**src/rtl/core/audio_clip_or_tanh_shaper_top_defines.svh**
```systemverilog
// ---------------------------------------------------------------------------
// Audio clip / tanh shaper: assertion macros
// Shared concurrent assertion forms, clocked on clock and disabled in reset.
// ---------------------------------------------------------------------------
`ifndef AUDIO_CLIP_OR_TANH_SHAPER_TOP_DEFINES_SVH
`define AUDIO_CLIP_OR_TANH_SHAPER_TOP_DEFINES_SVH

// same-cycle implication
`define ACTS_ASSERT_IMPLY(label, pre, post) \
   label: assert property (@(posedge clock) disable iff (reset) (pre) |-> (post)) \
      else $error("shaper assertion failed: same-cycle implication");

// next-cycle implication
`define ACTS_ASSERT_NEXT(label, pre, post) \
   label: assert property (@(posedge clock) disable iff (reset) (pre) |=> (post)) \
      else $error("shaper assertion failed: next-cycle implication");

`endif

```
**src/rtl/core/acts_pkg.sv**
```systemverilog
// ---------------------------------------------------------------------------
// acts_pkg
// Widths, register indexes, sideband type and the tanh segment table.
// ---------------------------------------------------------------------------
package acts_pkg;

   // sample format: signed Q3.FRAC_BITS
   localparam int SAMPLE_WIDTH  = 24;
   localparam int TANH_SEGMENTS = 64;
   localparam int FRAC_BITS     = SAMPLE_WIDTH - 4;

   // derived widths
   localparam int PROD_W = 2 * SAMPLE_WIDTH;                // full product
   localparam int IDX_W  = $clog2(TANH_SEGMENTS + 1);       // segment index
   localparam int R_W    = SAMPLE_WIDTH - 1;                // segment fraction
   localparam int MAG_W  = R_W + IDX_W;                     // |y| * segments
   localparam int ROM_W  = FRAC_BITS + 1;                   // table entry, Q0.F
   localparam int T_W    = ROM_W + 1;                       // signed tanh value
   localparam int DR_W   = ROM_W + R_W;                     // slope * fraction

   // table build constants
   localparam int EXP_BITS  = 30;
   localparam int SER_BITS  = 58;
   localparam int SER_TERMS = 40;

   // saturation limits
   localparam longint SAMPLE_MAX_L = (64'sd1 <<< (SAMPLE_WIDTH - 1)) - 64'sd1;
   localparam longint SAMPLE_MIN_L = -(64'sd1 <<< (SAMPLE_WIDTH - 1));

   // configuration register indexes
   localparam int CSR_INDEX_W = 2;
   typedef enum logic [CSR_INDEX_W-1:0] {
      CSR_SHAPE_MODE = 2'd0,
      CSR_PARAM_A    = 2'd1,
      CSR_PARAM_B    = 2'd2
   } csr_index_type;

   // per-request sideband carried down the pipe
   typedef struct packed {
      logic                    mode;
      logic                    last;
      logic                    sat;
      logic [SAMPLE_WIDTH-1:0] clip;
   } side_type;

   typedef logic [0:TANH_SEGMENTS][ROM_W-1:0] rom_type;

   // unsigned quotient by shift and subtract, used while building the table
   function automatic longint unsigned udiv_u64(longint unsigned num,
                                                longint unsigned den);
      longint unsigned quo;
      longint unsigned rem;
      quo = '0;
      rem = '0;
      for (int i = 63; i >= 0; i--) begin
         rem = {rem[62:0], num[i]};
         if (rem >= den) begin
            rem    = rem - den;
            quo[i] = 1'b1;
         end
      end
      return quo;
   endfunction

   // tanh(8k/N) in Q0.F, built with integer steps from a series for e^(-16/N)
   function automatic rom_type build_tanh_rom();
      longint unsigned term;
      longint unsigned sum;
      longint unsigned q;
      longint unsigned e;
      longint unsigned num;
      longint unsigned den;
      rom_type         rom;
      term = 64'd1 << SER_BITS;
      sum  = term;
      for (int n = 1; n <= SER_TERMS; n++) begin
         term = udiv_u64(term * 64'd16, 64'(TANH_SEGMENTS) * 64'(n));
         if (n % 2 == 1) begin
            sum = sum - term;
         end else begin
            sum = sum + term;
         end
      end
      q = (sum + (64'd1 << (SER_BITS - EXP_BITS - 1))) >> (SER_BITS - EXP_BITS);
      e = 64'd1 << EXP_BITS;
      for (int k = 0; k <= TANH_SEGMENTS; k++) begin
         if (k > 0) begin
            e = (e * q + (64'd1 << (EXP_BITS - 1))) >> EXP_BITS;
         end
         num    = ((64'd1 << EXP_BITS) - e) << (FRAC_BITS + 1);
         den    = (64'd1 << EXP_BITS) + e;
         rom[k] = ROM_W'(udiv_u64(num + den, 64'd2 * den));
      end
      return rom;
   endfunction

   localparam rom_type TANH_ROM = build_tanh_rom();

endpackage

```
**src/rtl/core/acts_round_sat.sv**
```systemverilog
// ---------------------------------------------------------------------------
// acts_round_sat
// Rounds a Q7.2F product to Q3.F (half up) and saturates to sample range.
// ---------------------------------------------------------------------------
module acts_round_sat (
   input  logic signed [acts_pkg::PROD_W-1:0]       prod_in,
   output logic signed [acts_pkg::SAMPLE_WIDTH-1:0] sample_out,
   output logic                                     sat_out
);

   localparam logic signed [acts_pkg::PROD_W-1:0] HALF_LSB =
      acts_pkg::PROD_W'(64'sd1 <<< (acts_pkg::FRAC_BITS - 1));
   localparam logic signed [acts_pkg::PROD_W-1:0] WIDE_MAX =
      acts_pkg::PROD_W'(acts_pkg::SAMPLE_MAX_L);
   localparam logic signed [acts_pkg::PROD_W-1:0] WIDE_MIN =
      acts_pkg::PROD_W'(acts_pkg::SAMPLE_MIN_L);

   logic signed [acts_pkg::PROD_W-1:0] rounded;

   // round half up, then clamp
   assign rounded = (prod_in + HALF_LSB) >>> acts_pkg::FRAC_BITS;

   always_comb begin
      if (rounded > WIDE_MAX) begin
         sample_out = acts_pkg::SAMPLE_WIDTH'(WIDE_MAX);
         sat_out    = 1'b1;
      end else if (rounded < WIDE_MIN) begin
         sample_out = acts_pkg::SAMPLE_WIDTH'(WIDE_MIN);
         sat_out    = 1'b1;
      end else begin
         sample_out = rounded[acts_pkg::SAMPLE_WIDTH-1:0];
         sat_out    = 1'b0;
      end
   end

endmodule

```
**src/rtl/core/audio_clip_or_tanh_shaper_top.sv**
```systemverilog
// ---------------------------------------------------------------------------
// audio_clip_or_tanh_shaper_top
// Per-sample waveshaper: hard clip to [a, b], or a * tanh(b * x) with a
// piecewise-linear tanh table. Seven register stages, sideband alongside.
// ---------------------------------------------------------------------------
//  channel | ports                                   | direction
//  --------+-----------------------------------------+----------
//  req     | req_valid/req_stall, sample_in, last_in | in
//  rsp     | rsp_valid/rsp_stall, sample_out,        | out
//          | saturated, last_out                     |
//  csr     | csr_write_en, csr_index, csr_wdata      | in
//
// One request per cycle unless rsp_stall backs up the pipe; rsp_valid rises at stage 7.
// The two 24x24-class multipliers and the table interpolation multiplier
// each sit alone between registers, which sets the stage count.
// Synchronous reset clears valid bits and config regs (mode 0, a=-1, b=+1).
// A stall on rsp only holds occupied stages; empty stages keep filling.
// ---------------------------------------------------------------------------
`include "audio_clip_or_tanh_shaper_top_defines.svh"

module audio_clip_or_tanh_shaper_top (
   input  logic                                     clock,
   input  logic                                     reset,
   // request channel
   input  logic                                     req_valid,
   output logic                                     req_stall,
   input  logic signed [acts_pkg::SAMPLE_WIDTH-1:0] req_sample_in,
   input  logic                                     req_last_in,
   // response channel
   output logic                                     rsp_valid,
   input  logic                                     rsp_stall,
   output logic signed [acts_pkg::SAMPLE_WIDTH-1:0] rsp_sample_out,
   output logic                                     rsp_saturated,
   output logic                                     rsp_last_out,
   // configuration
   input  logic                                     csr_write_en,
   input  acts_pkg::csr_index_type                  csr_index,
   input  logic [acts_pkg::SAMPLE_WIDTH-1:0]        csr_wdata
);

   localparam int NUM_STAGES = 7;
   localparam int SW         = acts_pkg::SAMPLE_WIDTH;

   localparam logic signed [SW-1:0] ONE_Q =
      SW'(64'sd1 <<< acts_pkg::FRAC_BITS);
   localparam logic [acts_pkg::DR_W:0] HALF_R =
      (acts_pkg::DR_W + 1)'(64'd1 << (acts_pkg::R_W - 1));
   localparam logic [acts_pkg::IDX_W-1:0] LAST_IDX =
      acts_pkg::IDX_W'(acts_pkg::TANH_SEGMENTS);

   // configuration registers
   logic                 mode_ff;
   logic signed [SW-1:0] param_a_ff;
   logic signed [SW-1:0] param_b_ff;

   always_ff @(posedge clock) begin
      if (reset) begin
         mode_ff    <= 1'b0;
         param_a_ff <= -ONE_Q;
         param_b_ff <= ONE_Q;
      end else if (csr_write_en) begin
         unique case (csr_index)
            acts_pkg::CSR_SHAPE_MODE: mode_ff    <= csr_wdata[0];
            acts_pkg::CSR_PARAM_A:    param_a_ff <= csr_wdata;
            acts_pkg::CSR_PARAM_B:    param_b_ff <= csr_wdata;
            default: ;
         endcase
      end
   end

   // pipeline flow control: a stage moves when empty or its successor moves
   logic [NUM_STAGES:1] valid_ff;
   logic [NUM_STAGES:1] valid_in;
   logic [NUM_STAGES:1] adv;

   always_comb begin
      adv[NUM_STAGES] = !valid_ff[NUM_STAGES] || !rsp_stall;
      for (int s = NUM_STAGES - 1; s >= 1; s--) begin
         adv[s] = !valid_ff[s] || adv[s+1];
      end
   end

   assign valid_in  = {valid_ff[NUM_STAGES-1:1], req_valid};
   assign req_stall = !adv[1];

   always_ff @(posedge clock) begin
      if (reset) begin
         valid_ff <= '0;
      end else begin
         for (int s = 1; s <= NUM_STAGES; s++) begin
            if (adv[s]) begin
               valid_ff[s] <= valid_in[s];
            end
         end
      end
   end

   // stage 1: input gain product and clip result
   logic signed [acts_pkg::PROD_W-1:0] s1_prod_in, s1_prod_ff;
   logic signed [SW-1:0]               s1_clip;
   acts_pkg::side_type                 s1_side_in, s1_side_ff;

   always_comb begin
      // lower limit is tested first
      if (req_sample_in < param_a_ff) begin
         s1_clip = param_a_ff;
      end else if (req_sample_in > param_b_ff) begin
         s1_clip = param_b_ff;
      end else begin
         s1_clip = req_sample_in;
      end
      s1_prod_in      = param_b_ff * req_sample_in;
      s1_side_in.mode = mode_ff;
      s1_side_in.last = req_last_in;
      s1_side_in.sat  = 1'b0;
      s1_side_in.clip = s1_clip;
   end

   always_ff @(posedge clock) begin
      if (adv[1]) begin
         s1_prod_ff <= s1_prod_in;
         s1_side_ff <= s1_side_in;
      end
   end

   // stage 2: round and saturate, split |y| into segment and fraction
   logic signed [SW-1:0]             s2_y;
   logic                             s2_sat;
   logic [SW-1:0]                    s2_mag;
   logic [acts_pkg::MAG_W-1:0]       s2_scaled;
   logic                             s2_neg_in, s2_neg_ff;
   logic [acts_pkg::IDX_W-1:0]       s2_idx_ff;
   logic [acts_pkg::R_W-1:0]         s2_r_ff;
   acts_pkg::side_type               s2_side_in, s2_side_ff;

   acts_round_sat u_sat_in (
      .prod_in    (s1_prod_ff),
      .sample_out (s2_y),
      .sat_out    (s2_sat)
   );

   always_comb begin
      s2_neg_in      = s2_y[SW-1];
      s2_mag         = s2_neg_in ? SW'(-s2_y) : SW'(s2_y);
      s2_scaled      = acts_pkg::MAG_W'(s2_mag) *
                       acts_pkg::MAG_W'(acts_pkg::TANH_SEGMENTS);
      s2_side_in     = s1_side_ff;
      s2_side_in.sat = s2_sat;
   end

   always_ff @(posedge clock) begin
      if (adv[2]) begin
         s2_neg_ff  <= s2_neg_in;
         s2_idx_ff  <= s2_scaled[acts_pkg::MAG_W-1:acts_pkg::R_W];
         s2_r_ff    <= s2_scaled[acts_pkg::R_W-1:0];
         s2_side_ff <= s2_side_in;
      end
   end

   // stage 3: table lookup, base and slope of the segment
   logic [acts_pkg::IDX_W-1:0] s3_hi_idx;
   logic [acts_pkg::ROM_W-1:0] s3_lo_in, s3_lo_ff;
   logic [acts_pkg::ROM_W-1:0] s3_d_in, s3_d_ff;
   logic [acts_pkg::R_W-1:0]   s3_r_ff;
   logic                       s3_neg_ff;
   acts_pkg::side_type         s3_side_ff;

   always_comb begin
      // past the last segment: zero slope on the end point
      s3_hi_idx = (s2_idx_ff >= LAST_IDX) ? LAST_IDX : s2_idx_ff + 1'b1;
      s3_lo_in  = acts_pkg::TANH_ROM[s2_idx_ff];
      s3_d_in   = acts_pkg::TANH_ROM[s3_hi_idx] - s3_lo_in;
   end

   always_ff @(posedge clock) begin
      if (adv[3]) begin
         s3_lo_ff   <= s3_lo_in;
         s3_d_ff    <= s3_d_in;
         s3_r_ff    <= s2_r_ff;
         s3_neg_ff  <= s2_neg_ff;
         s3_side_ff <= s2_side_ff;
      end
   end

   // stage 4: slope times fraction
   logic [acts_pkg::DR_W-1:0]  s4_dr_in, s4_dr_ff;
   logic [acts_pkg::ROM_W-1:0] s4_lo_ff;
   logic                       s4_neg_ff;
   acts_pkg::side_type         s4_side_ff;

   assign s4_dr_in = acts_pkg::DR_W'(s3_d_ff) * acts_pkg::DR_W'(s3_r_ff);

   always_ff @(posedge clock) begin
      if (adv[4]) begin
         s4_dr_ff   <= s4_dr_in;
         s4_lo_ff   <= s3_lo_ff;
         s4_neg_ff  <= s3_neg_ff;
         s4_side_ff <= s3_side_ff;
      end
   end

   // stage 5: rounded interpolation and sign
   logic [acts_pkg::DR_W:0]           s5_sum;
   logic [acts_pkg::ROM_W-1:0]        s5_mag;
   logic signed [acts_pkg::T_W-1:0]   s5_pos;
   logic signed [acts_pkg::T_W-1:0]   s5_t_in, s5_t_ff;
   acts_pkg::side_type                s5_side_ff;

   always_comb begin
      s5_sum  = (acts_pkg::DR_W + 1)'(s4_dr_ff) + HALF_R;
      s5_mag  = s4_lo_ff + s5_sum[acts_pkg::R_W +: acts_pkg::ROM_W];
      s5_pos  = {1'b0, s5_mag};
      s5_t_in = s4_neg_ff ? -s5_pos : s5_pos;
   end

   always_ff @(posedge clock) begin
      if (adv[5]) begin
         s5_t_ff    <= s5_t_in;
         s5_side_ff <= s4_side_ff;
      end
   end

   // stage 6: output gain product
   logic signed [acts_pkg::PROD_W-1:0] s6_prod_in, s6_prod_ff;
   acts_pkg::side_type                 s6_side_ff;

   assign s6_prod_in = param_a_ff * s5_t_ff;

   always_ff @(posedge clock) begin
      if (adv[6]) begin
         s6_prod_ff <= s6_prod_in;
         s6_side_ff <= s5_side_ff;
      end
   end

   // stage 7: final round/saturate and mode select into the output register
   logic signed [SW-1:0] s7_y;
   logic                 s7_sat;
   logic signed [SW-1:0] rsp_sample_in, rsp_sample_ff;
   logic                 rsp_sat_in, rsp_sat_ff;
   logic                 rsp_last_ff;

   acts_round_sat u_sat_out (
      .prod_in    (s6_prod_ff),
      .sample_out (s7_y),
      .sat_out    (s7_sat)
   );

   always_comb begin
      if (s6_side_ff.mode) begin
         rsp_sample_in = s7_y;
         rsp_sat_in    = s6_side_ff.sat || s7_sat;
      end else begin
         rsp_sample_in = s6_side_ff.clip;
         rsp_sat_in    = 1'b0;
      end
   end

   always_ff @(posedge clock) begin
      if (adv[7]) begin
         rsp_sample_ff <= rsp_sample_in;
         rsp_sat_ff    <= rsp_sat_in;
         rsp_last_ff   <= s6_side_ff.last;
      end
   end

   assign rsp_valid      = valid_ff[NUM_STAGES];
   assign rsp_sample_out = rsp_sample_ff;
   assign rsp_saturated  = rsp_sat_ff;
   assign rsp_last_out   = rsp_last_ff;

   // checks
   `ACTS_ASSERT_IMPLY(a_full_pipe_stalls_req, (&valid_ff) && rsp_stall, req_stall)
   `ACTS_ASSERT_NEXT(a_held_stage_kept, valid_ff[NUM_STAGES-1] && !adv[NUM_STAGES], valid_ff[NUM_STAGES-1])
   `ACTS_ASSERT_IMPLY(a_clip_mode_no_flag, valid_ff[NUM_STAGES-1] && !s6_side_ff.mode, !rsp_sat_in)

endmodule
```
**config.mk**
```make
export PLATFORM = sky130hd
export DESIGN_NAME = audio_clip_or_tanh_shaper_top
export DESIGN_NICKNAME = d
export VERILOG_FILES = /design/src/rtl/core/acts_pkg.sv /design/src/rtl/core/acts_round_sat.sv /design/src/rtl/core/audio_clip_or_tanh_shaper_top.sv
export VERILOG_INCLUDE_DIRS = /design/src /design/src/rtl/core
export SDC_FILE = /design/constraint.sdc
export NUM_CORES = 2
export LEC_CHECK = 0
export ABC_CLOCK_PERIOD_IN_PS = 11100
export BUFFER_PORTS_ARGS = -buffer_cell sky130_fd_sc_hd__buf_2
export CORE_MARGIN = 2
export CORE_UTILIZATION = 40
export DETAILED_ROUTE_END_ITERATION = 10
export SLEW_MARGIN = 20
export SYNTH_ARGS = -nofsm -noshare
export SYNTH_HDL_FRONTEND = slang
export SYNTH_SLANG_ARGS = --single-unit
```
**constraint.sdc**
```tcl
create_clock -name clock -period 11.1 [get_ports clock]
set_input_delay 2.22 -clock clock [delete_from_list [all_inputs] [get_ports clock]]
set_output_delay 2.22 -clock clock [all_outputs]
set_load 0.01 [all_outputs]
```
==> out/qor.yml <==
placed_design:
  pre_cts_slack_ns: 1.02
  port_buffers: 83
  postPlaceCellArea_um2: 76200
  place_congestion: 0.894
  dpl.hpwl_mm: 154
setup_path:
  crit_path_end_kind: "register"
  crit_buf_inv: 6
  cp.arrival_ns: 9.83
  crit_type: "in -> reg"
  critPathRequiredTime_ns: 11.48
  r2r_cells: 25
  slowest_stage: "buf_2"
  cp_top_family: "adder cells"
  crit_path_frequent_cell: "fa_1"
  path_max_fanout: 27
  max_stage_delay_ns: 0.57
  crit_path_start_kind: "input port"
  path_depth: 27
synthesis:
  ys_seq_area_share_pct: 17.7
  syn_area_um2: 73100
  synth_nets: 9634
  yosys-top-cells-area: "fa_1 39%, edfxtp_1 16%, ha_1 8.7%, inv_1 8.4%, nand2_1 5.7%"
  synth_top_family_by_area: "adder cells"
  yosysMostFrequentCell: "inv_1"
  synthXorXnorAreaFrac_pct: 2.72
  synth.avg_cell_area_um2: 9.57
  async_flop_share_pct: 0
  synth_top_flop_cell: "edfxtp_1"
  yosysWarnings: 0
  yosys.area_share.simple_pct: 14.7
  yosysTopAreaCell: "fa_1"
  synthDistinctLibCells: 96
  synth-seq-cells: 450
  synthMuxAreaShare_pct: 0.799
  yosysTopAreaCellShare_pct: 39.2
  synth_compound_gate_area_share_pct: 5.89
  syn_inst: 7639
  synth_commonest_cells: "1634 x inv_1, 1430 x fa_1, 1110 x nand2_1, 561 x and2_1, 509 x ha_1"
  synth-edff-count: 394
  synth_fa_ha_area_share_pct: 47.9
final_layout:
  drive_above_1_share_pct: 4.70
  fillCellCount: 17500
  area_delta_synth_final_pct: 6.62
  final_nets: 9550
  final_cell_area_um2: 78000
floorplanning:
  ios: 84
  core-area_um2: 181000
  fp.dieH_um: 432
  die_area_um2: 186000
  start_util_pct: 40.4
  fp-row-count: 156
  chipWidth_um: 432
min_path:
  min_path_type: "reg -> reg"
  whs_path_depth: 0
timing:
  setup_violations: 0
  fmax_mhz: 106
  tightest_slew_ns: 1.18
  fin_crit_sh_pct: 85.1
  setup-tns-final_ns: 0
  finClkSkew_ns: 0.0699
  relSlewSlack_pct: 21.2
  rsz0062_at_grt: "no"
  drv_slew: 0
  whs_ns: 0.411
  setup_slack_ns: 1.66
  period_needed_ns: 9.44
  hold_viol: 0
clock_network:
  postCtsHoldBufs: 0
  htreeDepth: 2
  cts_tree: "built"
  postCtsSetupRepairBufs: 0
  clockBufferDepth: 3
  clk_pin_slew_ns: 0.07
  clock-sinks: 450
  numCtsBuffers: 50
  cts-root-buf: "clkbuf_16"
  insertion_delay_ns: 0.65
  cts_resized: 0
detailed_routing:
  num_vias: 51600
  routed_wl_mm: 199
  drc: 0
  drtPass1Iterations: 7
  routedWlPerCell_um: 19.9
  ant_nets: 0
  initialDrtViolationCount: 3594
  viasPerCell: 5.18
grt:
  overflow: 0
  grt_pass1_wl_mm: 319
  grt_pass1_vias: 55600
  grt_antenna_before_repair: 10
  track_usage_pct: 22.0
  grt_max_degree: 76
run_status:
  status: "complete, no violations"
run:
  max_cap_viol_count: 0
-- layout make-up --
cell class / count / area [um^2] / share of cell area, %
Multi-Input combinational cell: 5189 / 52700 / 67.6
Sequential cell: 450 / 13000 / 16.6
Inverter: 1640 / 6160 / 7.90
Tap cell: 2370 / 2970 / 3.80
Timing Repair Buffer: 224 / 1470 / 1.89
Clock buffer: 56 / 1270 / 1.63
Clock inverter: 37 / 438 / 0.562
Antenna cell: 1 / 2.50 / 0.00321
-- cells by family (layout without fill, tap and decap cells) --
| logic type | Yosys count | count (layout) |
|---|---|---|
| flip-flops | 450 | 450 |
| adder cells (fa/ha/maj) | 1939 | 1939 |
| other | 0 | 1 |
| AO/OA/AOI/OAI | 689 | 689 |
| multiplexers | 58 | 58 |
| buffers and inverters | 2000 | 1957 |
| AND/OR/NAND/NOR | 2279 | 2279 |
| XOR/XNOR | 224 | 224 |
-- placed cells by master, fill, tap and decap left out, types with 83 or more instances in the layout --
cell | netlist | routed
fa_1 | 1430 | 1430
xnor2_1 | 159 | 158
a21oi_1 | 245 | 245
ha_1 | 509 | 509
inv_1 | 1634 | 1632
nand2_1 | 1110 | 1108
o21ai_0 | 138 | 138
and2_1 | 561 | 561
buf_2 | 6 | 83
buf_4 | 1 | 141
nor2_1 | 276 | 275
edfxtp_1 | 394 | 394
-- routing by layer --
metal	track usage [%]	up-vias	part of all wire, %
met1	29.7	26500	43
met4	6.83	10	3.3
met3	3.53	316	6.9
li1	-	23100	-
met2	36.4	1691	47
met5	0	-	0.026
-- path summary, 6_finish.rpt --
| check | end | slack (ns) | from |
|---|---|---|---|
| max | s1_prod_ff[47] | 1.66 | req_sample_in[9] |
| min | s3_side_ff[15] | 0.41 | s2_side_ff[15] |
| max reg2reg | s6_prod_ff[46] | 1.98 | s5_t_ff[5] |
| min reg2reg | s3_side_ff[15] | 0.41 | s2_side_ff[15] |
-- stage by stage --
stage	utilization, %	cells
2_1_floorplan	-	7639
3_3_place_gp	42.1	9873
3_5_place_dp	42.1	9873
4_1_cts	43.0	9966
5_1_grt	43.0	9967
6_report	43.0	9967
-- sequential cells by signal, summed over array words and instances (netlist names), 21 cells and up --
signal and flops:
s6_prod_ff 27, s3_lo_ff 21, param_b_ff 24, rsp_sample_out 24, s1_prod_ff 29, s5_side_ff 27, s1_side_ff 26, s4_dr_ff 22
s2_side_ff 27, s6_side_ff 27, param_a_ff 24, s4_side_ff 27, s3_side_ff 27, s4_lo_ff 21, s5_t_ff 22, s3_d_ff 21
Power is left out: the tool's default activity adds up to more than one toggle a clock period on the data nets, which glitch-free logic cannot reach.
